--- config.mk ---
export PLATFORM = sky130hd
export DESIGN_NAME = assembler_line_tokenizer
export DESIGN_NICKNAME = d
export VERILOG_FILES = /design/src/alt_pkg.sv /design/src/alt_lexer.sv /design/src/alt_out_fifo.sv /design/src/assembler_line_tokenizer.sv
export SDC_FILE = /design/constraint.sdc
export NUM_CORES = 1
export LEC_CHECK = 0
export BUFFER_PORTS_ARGS = -buffer_cell sky130_fd_sc_hd__buf_2
export CORE_ASPECT_RATIO = 0.7
export CORE_MARGIN = 2
export CORE_UTILIZATION = 53
export CTS_CLUSTER_SIZE = 8
export DETAILED_ROUTE_END_ITERATION = 10
export PLACE_DENSITY = 0.74
export SYNTH_ARGS = -nofsm -noshare
export SYNTH_HDL_FRONTEND = slang
export SYNTH_SLANG_ARGS = --single-unit
--- constraint.sdc ---
create_clock -name clk -period 8.36 [get_ports clk]
set_input_delay 0.836 -clock clk [delete_from_list [all_inputs] [get_ports clk]]
set_output_delay 0.836 -clock clk [all_outputs]
set_load 0.05 [all_outputs]
--- src/alt_pkg.sv ---
// Shared types, character codes and operator lookups for the assembler line tokenizer.
// No dependencies.
package alt_pkg;

	typedef enum logic [2:0] {
		CLS_SPACE   = 3'd0,
		CLS_TAB     = 3'd1,
		CLS_COMMENT = 3'd2,
		CLS_PAIR    = 3'd3,
		CLS_SINGLE  = 3'd4,
		CLS_WORD    = 3'd5,
		CLS_NONE    = 3'd7
	} class_t;

	localparam logic [7:0] CH_TAB    = 8'h09;
	localparam logic [7:0] CH_SPACE  = 8'h20;
	localparam logic [7:0] CH_QUOTE  = 8'h22;
	localparam logic [7:0] CH_SEMI   = 8'h3B;
	localparam logic [7:0] CH_BSLASH = 8'h5C;
	localparam logic [7:0] CH_LT     = 8'h3C;
	localparam logic [7:0] CH_GT     = 8'h3E;
	localparam logic [7:0] CH_EQ     = 8'h3D;
	localparam logic [7:0] CH_BANG   = 8'h21;
	localparam logic [7:0] CH_AMP    = 8'h26;
	localparam logic [7:0] CH_BAR    = 8'h7C;

	// one result beat
	typedef struct packed {
		logic       last;
		class_t     token_class;
		logic       token_start;
		logic [7:0] out_char;
	} result_t;

	// lexer status for checks
	typedef struct packed {
		logic held_valid;
		logic pair_wait;
	} lex_status_t;

	// one-character operators: []()<>=&|$%*/#+@-~;:!,
	function automatic logic is_single(input logic [7:0] c);
		logic r;
		case (c)
			8'h5B, 8'h5D, 8'h28, 8'h29, 8'h3C, 8'h3E, 8'h3D, 8'h26,
			8'h7C, 8'h24, 8'h25, 8'h2A, 8'h2F, 8'h23, 8'h2B, 8'h40,
			8'h2D, 8'h7E, 8'h3B, 8'h3A, 8'h21, 8'h2C: r = 1'b1;
			default: r = 1'b0;
		endcase
		return r;
	endfunction

	// first byte of some two-character operator
	function automatic logic may_begin_pair(input logic [7:0] c);
		return (c == CH_LT) || (c == CH_GT) || (c == CH_EQ) || (c == CH_BANG) ||
			(c == CH_AMP) || (c == CH_BAR);
	endfunction

	// << >> <= >= == != && ||
	function automatic logic is_pair(input logic [7:0] a, input logic [7:0] b);
		return ((a == CH_LT) && ((b == CH_LT) || (b == CH_EQ))) ||
			((a == CH_GT) && ((b == CH_GT) || (b == CH_EQ))) ||
			((a == CH_EQ) && (b == CH_EQ)) ||
			((a == CH_BANG) && (b == CH_EQ)) ||
			((a == CH_AMP) && (b == CH_AMP)) ||
			((a == CH_BAR) && (b == CH_BAR));
	endfunction

endpackage

--- src/alt_lexer.sv ---
// Token state and classification: one byte of lookahead, up to two results per byte.
// Depends on alt_pkg.
module alt_lexer (
	input  logic                 clk,
	input  logic                 arst_n,
	input  logic                 step,       // consume the byte below
	input  logic [7:0]           char_in,
	input  logic                 end_in,
	output alt_pkg::result_t     res_held,   // delayed result of the held byte
	output logic                 res_held_valid,
	output alt_pkg::result_t     res_cur,    // own result of a line-end byte
	output logic                 res_cur_valid,
	output alt_pkg::lex_status_t status
);

	logic [7:0]      held_char_q;
	logic            held_valid_q;
	alt_pkg::class_t held_class_q;
	logic            held_start_q;
	alt_pkg::class_t run_class_q;
	logic            in_quotes_q;
	logic            after_bs_q;

	alt_pkg::class_t hcls, cls, run_n;
	logic            start, done, quotes_n, bs_n;
	logic            word_go;

	always_comb begin
		hcls     = held_class_q;
		run_n    = run_class_q;
		cls      = alt_pkg::CLS_WORD;
		start    = 1'b1;
		done     = 1'b0;
		quotes_n = in_quotes_q;
		bs_n     = after_bs_q;
		word_go  = after_bs_q || in_quotes_q ||
			(!alt_pkg::is_single(char_in) && char_in != alt_pkg::CH_SPACE &&
			char_in != alt_pkg::CH_TAB);

		// resolve a pending operator pair
		if (held_valid_q && run_class_q == alt_pkg::CLS_PAIR) begin
			if (alt_pkg::is_pair(held_char_q, char_in)) begin
				hcls  = alt_pkg::CLS_PAIR;
				cls   = alt_pkg::CLS_PAIR;
				start = 1'b0;
				done  = 1'b1;
			end else begin
				hcls = alt_pkg::CLS_SINGLE;
			end
			run_n = alt_pkg::CLS_NONE;
		end

		if (!done) begin
			if (run_n == alt_pkg::CLS_SPACE && char_in == alt_pkg::CH_SPACE) begin
				cls   = alt_pkg::CLS_SPACE;
				start = 1'b0;
			end else if (run_n == alt_pkg::CLS_TAB && char_in == alt_pkg::CH_TAB) begin
				cls   = alt_pkg::CLS_TAB;
				start = 1'b0;
			end else if (run_n == alt_pkg::CLS_COMMENT) begin
				cls   = alt_pkg::CLS_COMMENT;
				start = 1'b0;
			end else if (run_n == alt_pkg::CLS_WORD && word_go) begin
				cls   = alt_pkg::CLS_WORD;
				start = 1'b0;
				bs_n  = !after_bs_q && char_in == alt_pkg::CH_BSLASH;
				if (!bs_n && char_in == alt_pkg::CH_QUOTE)
					quotes_n = !in_quotes_q;
			end else begin
				start    = 1'b1;
				quotes_n = 1'b0;
				bs_n     = 1'b0;
				if (char_in == alt_pkg::CH_SPACE) begin
					cls   = alt_pkg::CLS_SPACE;
					run_n = alt_pkg::CLS_SPACE;
				end else if (char_in == alt_pkg::CH_TAB) begin
					cls   = alt_pkg::CLS_TAB;
					run_n = alt_pkg::CLS_TAB;
				end else if (char_in == alt_pkg::CH_SEMI) begin
					cls   = alt_pkg::CLS_COMMENT;
					run_n = alt_pkg::CLS_COMMENT;
				end else if (alt_pkg::may_begin_pair(char_in)) begin
					cls   = alt_pkg::CLS_SINGLE;
					run_n = alt_pkg::CLS_PAIR;
				end else if (alt_pkg::is_single(char_in)) begin
					cls   = alt_pkg::CLS_SINGLE;
					run_n = alt_pkg::CLS_NONE;
				end else begin
					cls      = alt_pkg::CLS_WORD;
					run_n    = alt_pkg::CLS_WORD;
					bs_n     = char_in == alt_pkg::CH_BSLASH;
					quotes_n = !bs_n && char_in == alt_pkg::CH_QUOTE;
				end
			end
		end
	end

	always_comb begin
		res_held.out_char    = (hcls == alt_pkg::CLS_TAB && held_char_q == alt_pkg::CH_TAB) ?
			alt_pkg::CH_SPACE : held_char_q;
		res_held.token_start = held_start_q;
		res_held.token_class = hcls;
		res_held.last        = 1'b0;
		res_held_valid       = held_valid_q;

		res_cur.out_char     = (cls == alt_pkg::CLS_TAB && char_in == alt_pkg::CH_TAB) ?
			alt_pkg::CH_SPACE : char_in;
		res_cur.token_start  = start;
		res_cur.token_class  = cls;
		res_cur.last         = 1'b1;
		res_cur_valid        = end_in;

		status.held_valid    = held_valid_q;
		status.pair_wait     = run_class_q == alt_pkg::CLS_PAIR;
	end

	always_ff @(posedge clk or negedge arst_n) begin
		if (!arst_n) begin
			held_char_q  <= '0;
			held_valid_q <= 1'b0;
			held_class_q <= alt_pkg::CLS_SPACE;
			held_start_q <= 1'b0;
			run_class_q  <= alt_pkg::CLS_NONE;
			in_quotes_q  <= 1'b0;
			after_bs_q   <= 1'b0;
		end else if (step) begin
			if (end_in) begin
				held_char_q  <= '0;
				held_valid_q <= 1'b0;
				held_class_q <= alt_pkg::CLS_SPACE;
				held_start_q <= 1'b0;
				run_class_q  <= alt_pkg::CLS_NONE;
				in_quotes_q  <= 1'b0;
				after_bs_q   <= 1'b0;
			end else begin
				held_char_q  <= char_in;
				held_valid_q <= 1'b1;
				held_class_q <= cls;
				held_start_q <= start;
				run_class_q  <= run_n;
				in_quotes_q  <= quotes_n;
				after_bs_q   <= bs_n;
			end
		end
	end

endmodule

--- src/alt_out_fifo.sv ---
// Two-entry result queue, takes up to two results in one cycle, gives one per cycle while q_ready is high.
// Depends on alt_pkg.
module alt_out_fifo (
	input  logic             clk,
	input  logic             arst_n,
	input  alt_pkg::result_t d_a,      // first in order
	input  logic             d_a_valid,
	input  alt_pkg::result_t d_b,      // second in order
	input  logic             d_b_valid,
	output alt_pkg::result_t q,
	output logic             q_valid,
	input  logic             q_ready,
	output logic [1:0]       count
);

	alt_pkg::result_t mem_q [2];
	logic             wr_q, rd_q;
	logic [1:0]       cnt_q;
	logic             pop;
	logic [1:0]       n_push;
	alt_pkg::result_t first;

	assign pop    = q_valid && q_ready;
	assign n_push = {1'b0, d_a_valid} + {1'b0, d_b_valid};
	assign first  = d_a_valid ? d_a : d_b;
	assign q      = mem_q[rd_q];
	assign q_valid = cnt_q != 2'd0;
	assign count  = cnt_q;

	always_ff @(posedge clk) begin
		if (n_push != 2'd0)
			mem_q[wr_q] <= first;
		if (n_push == 2'd2)
			mem_q[~wr_q] <= d_b;
	end

	always_ff @(posedge clk or negedge arst_n) begin
		if (!arst_n) begin
			wr_q  <= 1'b0;
			rd_q  <= 1'b0;
			cnt_q <= 2'd0;
		end else begin
			wr_q  <= wr_q ^ n_push[0];
			rd_q  <= rd_q ^ pop;
			cnt_q <= cnt_q + n_push - {1'b0, pop};
		end
	end

endmodule

--- src/assembler_line_tokenizer.sv ---
// Assembler line tokenizer. Bytes of a source line arrive one per beat on the s_ side
// (s_tlast on the final byte) and leave on the m_ side with a token-start flag and a
// token class: space run, tab run (tabs shown as spaces), comment, two-character
// operator, one-character operator or word. Each byte's result is held back until the next
// byte arrives, since the operator pair check needs it; the line-end beat releases both the
// held result, if any, and its own, the latter with m_tlast. Sustained rate is one byte per
// cycle while m_tready stays high; a line-end byte that flushes two results waits until the
// single-result output port has drained the two-entry result queue. A line-end byte has
// its first result offered after the input register and then a write into the result queue,
// once the queue has room; any other byte waits in addition until the next byte is processed,
// for the one-byte lookahead. s_tready does not depend on m_tready.
// Depends on alt_pkg, alt_lexer, alt_out_fifo.
module assembler_line_tokenizer (
	input  logic       clk,
	input  logic       arst_n,
	input  logic       s_tvalid,
	output logic       s_tready,
	input  logic [7:0] s_tdata,    // [7:0] character
	input  logic       s_tlast,    // line end
	output logic       m_tvalid,
	input  logic       m_tready,
	output logic [7:0] m_tdata,    // [7:0] out_char
	output logic [3:0] m_tuser,    // [0] token_start, [3:1] token_class
	output logic       m_tlast     // last result of the line
);

	// input register
	logic       valid_s1;
	logic [7:0] char_s1;
	logic       end_s1;

	alt_pkg::result_t     res_held, res_cur, res_out;
	logic                 res_held_valid, res_cur_valid;
	alt_pkg::lex_status_t lex_status;
	logic [1:0]           fifo_count;
	logic [1:0]           need, free;
	logic                 proc_fire;

	// a byte moves on only when the queue has room for every result it releases
	assign need      = {1'b0, lex_status.held_valid} + {1'b0, end_s1};
	assign free      = 2'd2 - fifo_count;
	assign proc_fire = valid_s1 && (need <= free);
	assign s_tready  = !valid_s1 || proc_fire;

	always_ff @(posedge clk or negedge arst_n) begin
		if (!arst_n) begin
			valid_s1 <= 1'b0;
		end else if (s_tready) begin
			valid_s1 <= s_tvalid;
		end
	end

	always_ff @(posedge clk) begin
		if (s_tready && s_tvalid) begin
			char_s1 <= s_tdata;
			end_s1  <= s_tlast;
		end
	end

	alt_lexer u_lexer (
		.clk            (clk),
		.arst_n         (arst_n),
		.step           (proc_fire),
		.char_in        (char_s1),
		.end_in         (end_s1),
		.res_held       (res_held),
		.res_held_valid (res_held_valid),
		.res_cur        (res_cur),
		.res_cur_valid  (res_cur_valid),
		.status         (lex_status)
	);

	alt_out_fifo u_out_fifo (
		.clk       (clk),
		.arst_n    (arst_n),
		.d_a       (res_held),
		.d_a_valid (proc_fire && res_held_valid),
		.d_b       (res_cur),
		.d_b_valid (proc_fire && res_cur_valid),
		.q         (res_out),
		.q_valid   (m_tvalid),
		.q_ready   (m_tready),
		.count     (fifo_count)
	);

	assign m_tdata = res_out.out_char;
	assign m_tuser = {res_out.token_class, res_out.token_start};
	assign m_tlast = res_out.last;

`ifndef SYNTHESIS
	// queue never holds more than two results
	a_no_overflow: assert property (@(posedge clk) disable iff (!arst_n)
		fifo_count != 2'd3)
		else $error("result queue overflow");

	// a line-end byte leaves the lexer with nothing held
	a_line_flush: assert property (@(posedge clk) disable iff (!arst_n)
		proc_fire && end_s1 |=> !lex_status.held_valid)
		else $error("byte still held after line end");

	// a pending pair always has its first byte held
	a_pair_held: assert property (@(posedge clk) disable iff (!arst_n)
		lex_status.pair_wait |-> lex_status.held_valid)
		else $error("pair wait without held byte");
`endif

endmodule

### Yosys cells after proc, flatten, opt, wreduce, memory -nomap -nowiden

Memory sizes are Yosys's and may differ from the RTL's.
Cells that the tools add are included.

| storage, ports and cells | value |
|---|---|
| logic and storage cells | 198 |
| output and inout port bits | 15 |
| input port bits | 13 |
| memory bits (writable) | 26 |
| memories | 1 |
| register bits after elaboration | 32 |

Memories:

| name | depth | width | read ports | clocked after Yosys merged registers in | write ports | line | text |
|---|---|---|---|---|---|---|---|
| u_out_fifo.mem_q | 2 | 13 | 1 | 0 | 2 | alt_out_fifo.sv:16 | `alt_pkg::result_t mem_q [2];` |

| operators by class | value |
|---|---|
| bitwise gates (word level) | 3 |
| mux-type cells | 79 |
| $add $sub $neg | 5 |
| equal/unequal tests | 47 |
| reduce and logical (&&, ||, !) cells | 49 |
| $lt $le $gt $ge | 1 |

Operators by type and width:

| cell | count |
|---|---|
| equality test 8 x 6 -> 1 bit (second input constant) | 24 |
| two-way mux 3 bit | 25 |
| equality test 8 x 7 -> 1 bit (second input constant) | 7 |
| two-way mux 1 bit | 49 |
| two-way mux 8 bit | 3 |
| logical AND 1 bit | 22 |
| OR reduction 22 bit | 1 |
| equality test 8 x 4 -> 1 bit (second input constant) | 2 |
| logical OR 1 bit | 15 |
| two-way mux 13 bit | 1 |
| equality test 3 x 1 -> 1 bit (second input constant) | 3 |
| inequality test 2 bit (second input constant) | 4 |
| inequality test 8 x 4 -> 1 bit (second input constant) | 1 |
| inequality test 8 x 6 -> 1 bit (second input constant) | 1 |
| equality test 3 x 2 -> 1 bit (second input constant) | 2 |
| logical NOT 1 bit | 6 |
| AND reduction 6 bit | 1 |
| AND reduction 5 bit | 1 |
| adder 1 x 1 -> 2 bit | 2 |
| nonzero test 2 bit | 2 |
| equality test 3 bit (second input constant) | 1 |
| logical NOT 3 bit | 1 |
| inequality test 3 bit (second input constant) | 1 |
| adder 2 bit | 1 |
| other kinds (7) | 8 |

### Longest topological paths before layout

| logic depth | value |
|---|---|
| depth after elaboration | 29 |
| gate-level depth with buffers | 14 |
| mapped depth without buffers | 13 |

### Hierarchy

From an unflattened synthesis, not the netlist that was laid out.

| second synthesis, totals | value |
|---|---|
| cell total of the unflattened synthesis | 318 |
| area, all modules | 3646.0 um2 |

By module, submodules not included:

| module | area each (um2) | seq. area each (um2) | cells each | instances |
|---|---|---|---|---|
| alt_out_fifo | 1630.3 | 880.8 | 91 | 1 |
| alt_lexer | 1602.8 | 454.2 | 202 | 1 |
| assembler_line_tokenizer | 412.9 | 295.3 | 25 | 1 |

### Worst setup path after synthesis

Ideal clock, no wire load.

| timing path | value |
|---|---|
| kind | reg-to-reg |
| from | reg end_s1 |
| to | mem u_out_fifo.mem_q[0][11] (netlist bit) (data pin) |
| library setup time | 152 ps |
| required time | 8208 ps |
| data arrival time | 3131 ps |
| slack | 5077 ps |
| stages on the path, launching flop included | 13 |
| buffers on the path | 1 |
| clock period less this slack | 3283 ps |
| cell sequence | edfxtp_1 > ha_1 > ha_1 > nor2b_1 > o21ai_0 > nand2_1 > clkbuf_1 > nor2_1 > inv_1 > ha_1 > o31ai_1 > nand2_1 > o22ai_1 |

RTL lines:

| element | line | text |
|---|---|---|
| start, declared | assembler_line_tokenizer.sv:30 | `logic end_s1;` |
| start signal, assigned | assembler_line_tokenizer.sv:56 | `end_s1 <= s_tlast;` |
| end, declared | alt_out_fifo.sv:16 |  |

==> flow_metrics.py <==
metrics = {
    "run_status": {
        "status": "complete, no violations",
    },
    "clock_network": {
        "path_clk_slew_ps": 70,
        "cts-htree-levels": 3,
        "cts_hold_buf": 0,
        "post_cts_resized": 0,
        "cts_tree": "built",
        "cts-root-buf": "clkbuf_8",
        "clockBufferDepth": 2,
        "cts_setup_buffers": 0,
        "clkSinkCount": 58,
        "cts_buffers": 9,
        "clock_latency_ps": 350,
    },
    "logic_synthesis": {
        "synth_edf_count": 33,
        "synth_area_leaders": "edfxtp_1 29%, dfrtp_1 14%, nand2_1 5.2%",
        "synth_cell_types": 68,
        "async_reset_ff_share_pct": 39.7,
        "synth_top_family_by_area": "simple AND/OR/NAND/NOR gates",
        "synth_commonest_cells": "48 x nand2_1, 33 x edfxtp_1, 22 x nor2_1",
        "synthCells": 347,
        "synth_nets": 371,
        "yosys.area_share.simple_pct": 19.3,
        "avgSynthCellArea_um2": 9.95,
        "yosysWarnings": 0,
        "synth_seq_area_share_pct": 46.6,
        "synth_xor_area_share_pct": 1.27,
        "yosys.area_share.adder_pct": 4.42,
        "yosysTopAreaCellShare_pct": 28.7,
        "ys.flop_type": "edfxtp_1",
        "yosys_register_bits": 58,
        "synth-compound-area-share_pct": 19.0,
        "synth_top_area_cell": "edfxtp_1",
        "synth_area_um2": 3450,
        "muxShareOfSynthArea_pct": 4.24,
        "yosysMostFrequentCell": "nand2_1",
    },
    "layout": {
        "final_cells": 451,
        "fin_nets": 392,
        "utilization_pct": 60.8,
        "diodes": 0,
        "fin_area_um2": 3820,
        "drive_above_1_share_pct": 19.6,
        "area_growth_pct": 10.5,
    },
    "timing": {
        "hold_viol_final": 0,
        "min_period_over_period_pct": 49.2,
        "max-slew-margin-rel_pct": 50.3,
        "rsz0062_at_grt": "no",
        "clock_skew_ps": 8.74,
        "clock.fmax_mhz": 243,
        "worstMarginPinSlew_ps": 740,
        "setup_tns_ps": 0,
        "maxSlewViolCount": 0,
        "period_minus_slack_ps": 4110,
        "finalSetupViolCount": 0,
    },
    "detailed_routing": {
        "num_vias": 2812,
        "post-route-drc-count": 0,
        "wl_per_cell_um": 17.5,
        "drt_pass1_iterations": 6,
        "drtIter0Drc": 280,
        "ant_nets": 0,
        "vias_per_cell": 6.24,
        "wl_um": 7900,
    },
    "worst_setup_path": {
        "reg2regPathDepth": 11,
        "critical_path_class": "reg2reg",
        "startpoint_type": "flip-flop",
        "endpoint": "u_out_fifo.mem_q[0][11]$_DFFE_PP_",
        "r2r_start": "end_s1$_DFFE_PP_",
        "end_kind": "flip-flop",
        "rrSetupSlack_ps": 4250,
        "r2r_end": "u_out_fifo.mem_q[0][11]$_DFFE_PP_",
        "worstPathRequired_ps": 8550,
        "critPathArrivalTime_ps": 4300,
        "cp_max_fo": 25,
        "crit_start": "end_s1$_DFFE_PP_",
    },
    "place": {
        "portBuffers": 27,
        "placedCellCount": 435,
        "placed_cell_area_um2": 3580,
        "post-dp-hpwl_um": 5660,
        "place_congestion": 0.951,
    },
    "global_routing": {
        "overflow": 0,
        "grt_max_degree": 26,
        "grt_pass1_vias": 2461,
        "grt_pass1_wl_um": 12700,
        "antenna_found_initial": 0,
        "grt_use_total_pct": 23.5,
    },
    "die": {
        "fp.coreArea_um2": 6280,
        "initial_core_util_pct": 55.0,
        "die_x_um": 100,
        "num_rows": 24,
        "die_area_um2": 7190,
        "die_height_um": 71.5,
        "ios": 28,
    },
    "flow_run": {
        "maxCapViolCount": 0,
    },
    "min_path": {
        "hold_path.class": "in2async",
    },
}
-- layout by cell type, fill, tap and decap left out, types with 3 or more instances in the layout --
| cell | netlist | layout |
|---|---|---|
| bufinv_16 | 0 | 3 |
| and3_1 | 3 | 3 |
| nand4_1 | 4 | 4 |
| o21ai_0 | 20 | 20 |
| clkinv_2 | 0 | 3 |
| a21oi_1 | 10 | 10 |
| xnor2_1 | 3 | 3 |
| buf_2 | 7 | 27 |
| and4bb_2 | 3 | 3 |
| nand2b_1 | 3 | 3 |
| clkbuf_8 | 1 | 9 |
| edfxtp_1 | 33 | 33 |
| a31oi_1 | 5 | 5 |
| a41oi_1 | 3 | 3 |
| nor3_1 | 8 | 8 |
| o211ai_1 | 3 | 3 |
| nand3_1 | 11 | 11 |
| dfstp_2 | 3 | 3 |
| nor2_1 | 22 | 22 |
| o22ai_1 | 9 | 9 |
| dfrtp_1 | 20 | 20 |
| nor2b_1 | 5 | 5 |
| o31ai_1 | 6 | 6 |
| nand2_1 | 48 | 48 |
| a211oi_1 | 4 | 4 |
| inv_1 | 19 | 19 |
| mux2_2 | 13 | 13 |
| a21o_1 | 4 | 4 |
| ha_1 | 9 | 9 |
| a32oi_1 | 3 | 3 |
| and2_1 | 3 | 3 |
| a22o_1 | 8 | 8 |
-- metrics by stage --
step | hold WS (ps) | setup slack [ps]
floorplan | 435 | 5080
finish | 470 | 4250
detailed placement | 462 | 4300
global route | 496 | 3880
global placement | 458 | 4590
CTS | 480 | 4270
-- metal layers --
metal / global-route usage [%] / routed length, um
met1: 34.6 / 3660
met5: 0 / 0
met2: 33.3 / 3410
met4: 5.94 / 108
met3: 8.29 / 723
-- state kept, by name, indices dropped and copies added, names as in the netlist --
register                count
u_out_fifo.mem_q           26
char_s1                     8
u_lexer.held_char_q         8
u_lexer.held_class_q        3
u_lexer.run_class_q         3
u_out_fifo.count            2
end_s1                      1
u_lexer.after_bs_q          1
u_lexer.held_start_q        1
u_lexer.in_quotes_q         1
u_lexer.res_held_valid      1
u_out_fifo.rd_q             1
u_out_fifo.wr_q             1
valid_s1                    1
-- layout make-up --
cell class | instances | area, um2
Fill cell | 546 | 2460
Multi-Input combinational cell | 252 | 1670
Sequential cell | 58 | 1610
Timing Repair Buffer | 27 | 135
Clock buffer | 10 | 128
Clock inverter | 6 | 105
Tap cell | 78 | 97.6
Inverter | 20 | 75.1
-- critical path: stages, from the launching register on --
cell,delay [ps]
edfxtp_1,510
ha_1,260
ha_1,300
nor2b_1,130
o21ai_0,340
nand2_1,520
nor2_1,550
inv_1,90
ha_1,290
o31ai_1,680
nand2_1,120
o22ai_1,170
-- cells by family (layout without fill, tap and decap cells) --
family / after synthesis / count (layout)
DFF: 58 / 58
buffers and inverters: 37 / 63
adders and majority gates: 11 / 11
AOI/OAI and AO/OA: 94 / 94
and+or+nand+nor: 129 / 129
xor gates and xnor gates: 5 / 5
muxes: 13 / 13
-- how the worst min path moves through the flow --
| stage | cells after the start | slack [ps] | end |
|---|---|---|---|
| floorplan | 2 | 430 | u_out_fifo.mem_q[1][12]$_SDFFE_PP1P_ |
| global placement | 2 | 460 | u_out_fifo.mem_q[1][12]$_SDFFE_PP1P_ |
| detailed placement | 2 | 460 | u_out_fifo.mem_q[1][12]$_SDFFE_PP1P_ |
| CTS | 1 | 480 | u_out_fifo.count[1]$_DFF_PN0_ |
| global route | 1 | 500 | valid_s1$_DFFE_PN0N_ |
| finish | 1 | 470 | u_out_fifo.count[0]$_DFF_PN0_ |
Power is left out: the tool's default activity adds up to more than one toggle a clock period on the data nets, which glitch-free logic cannot reach.
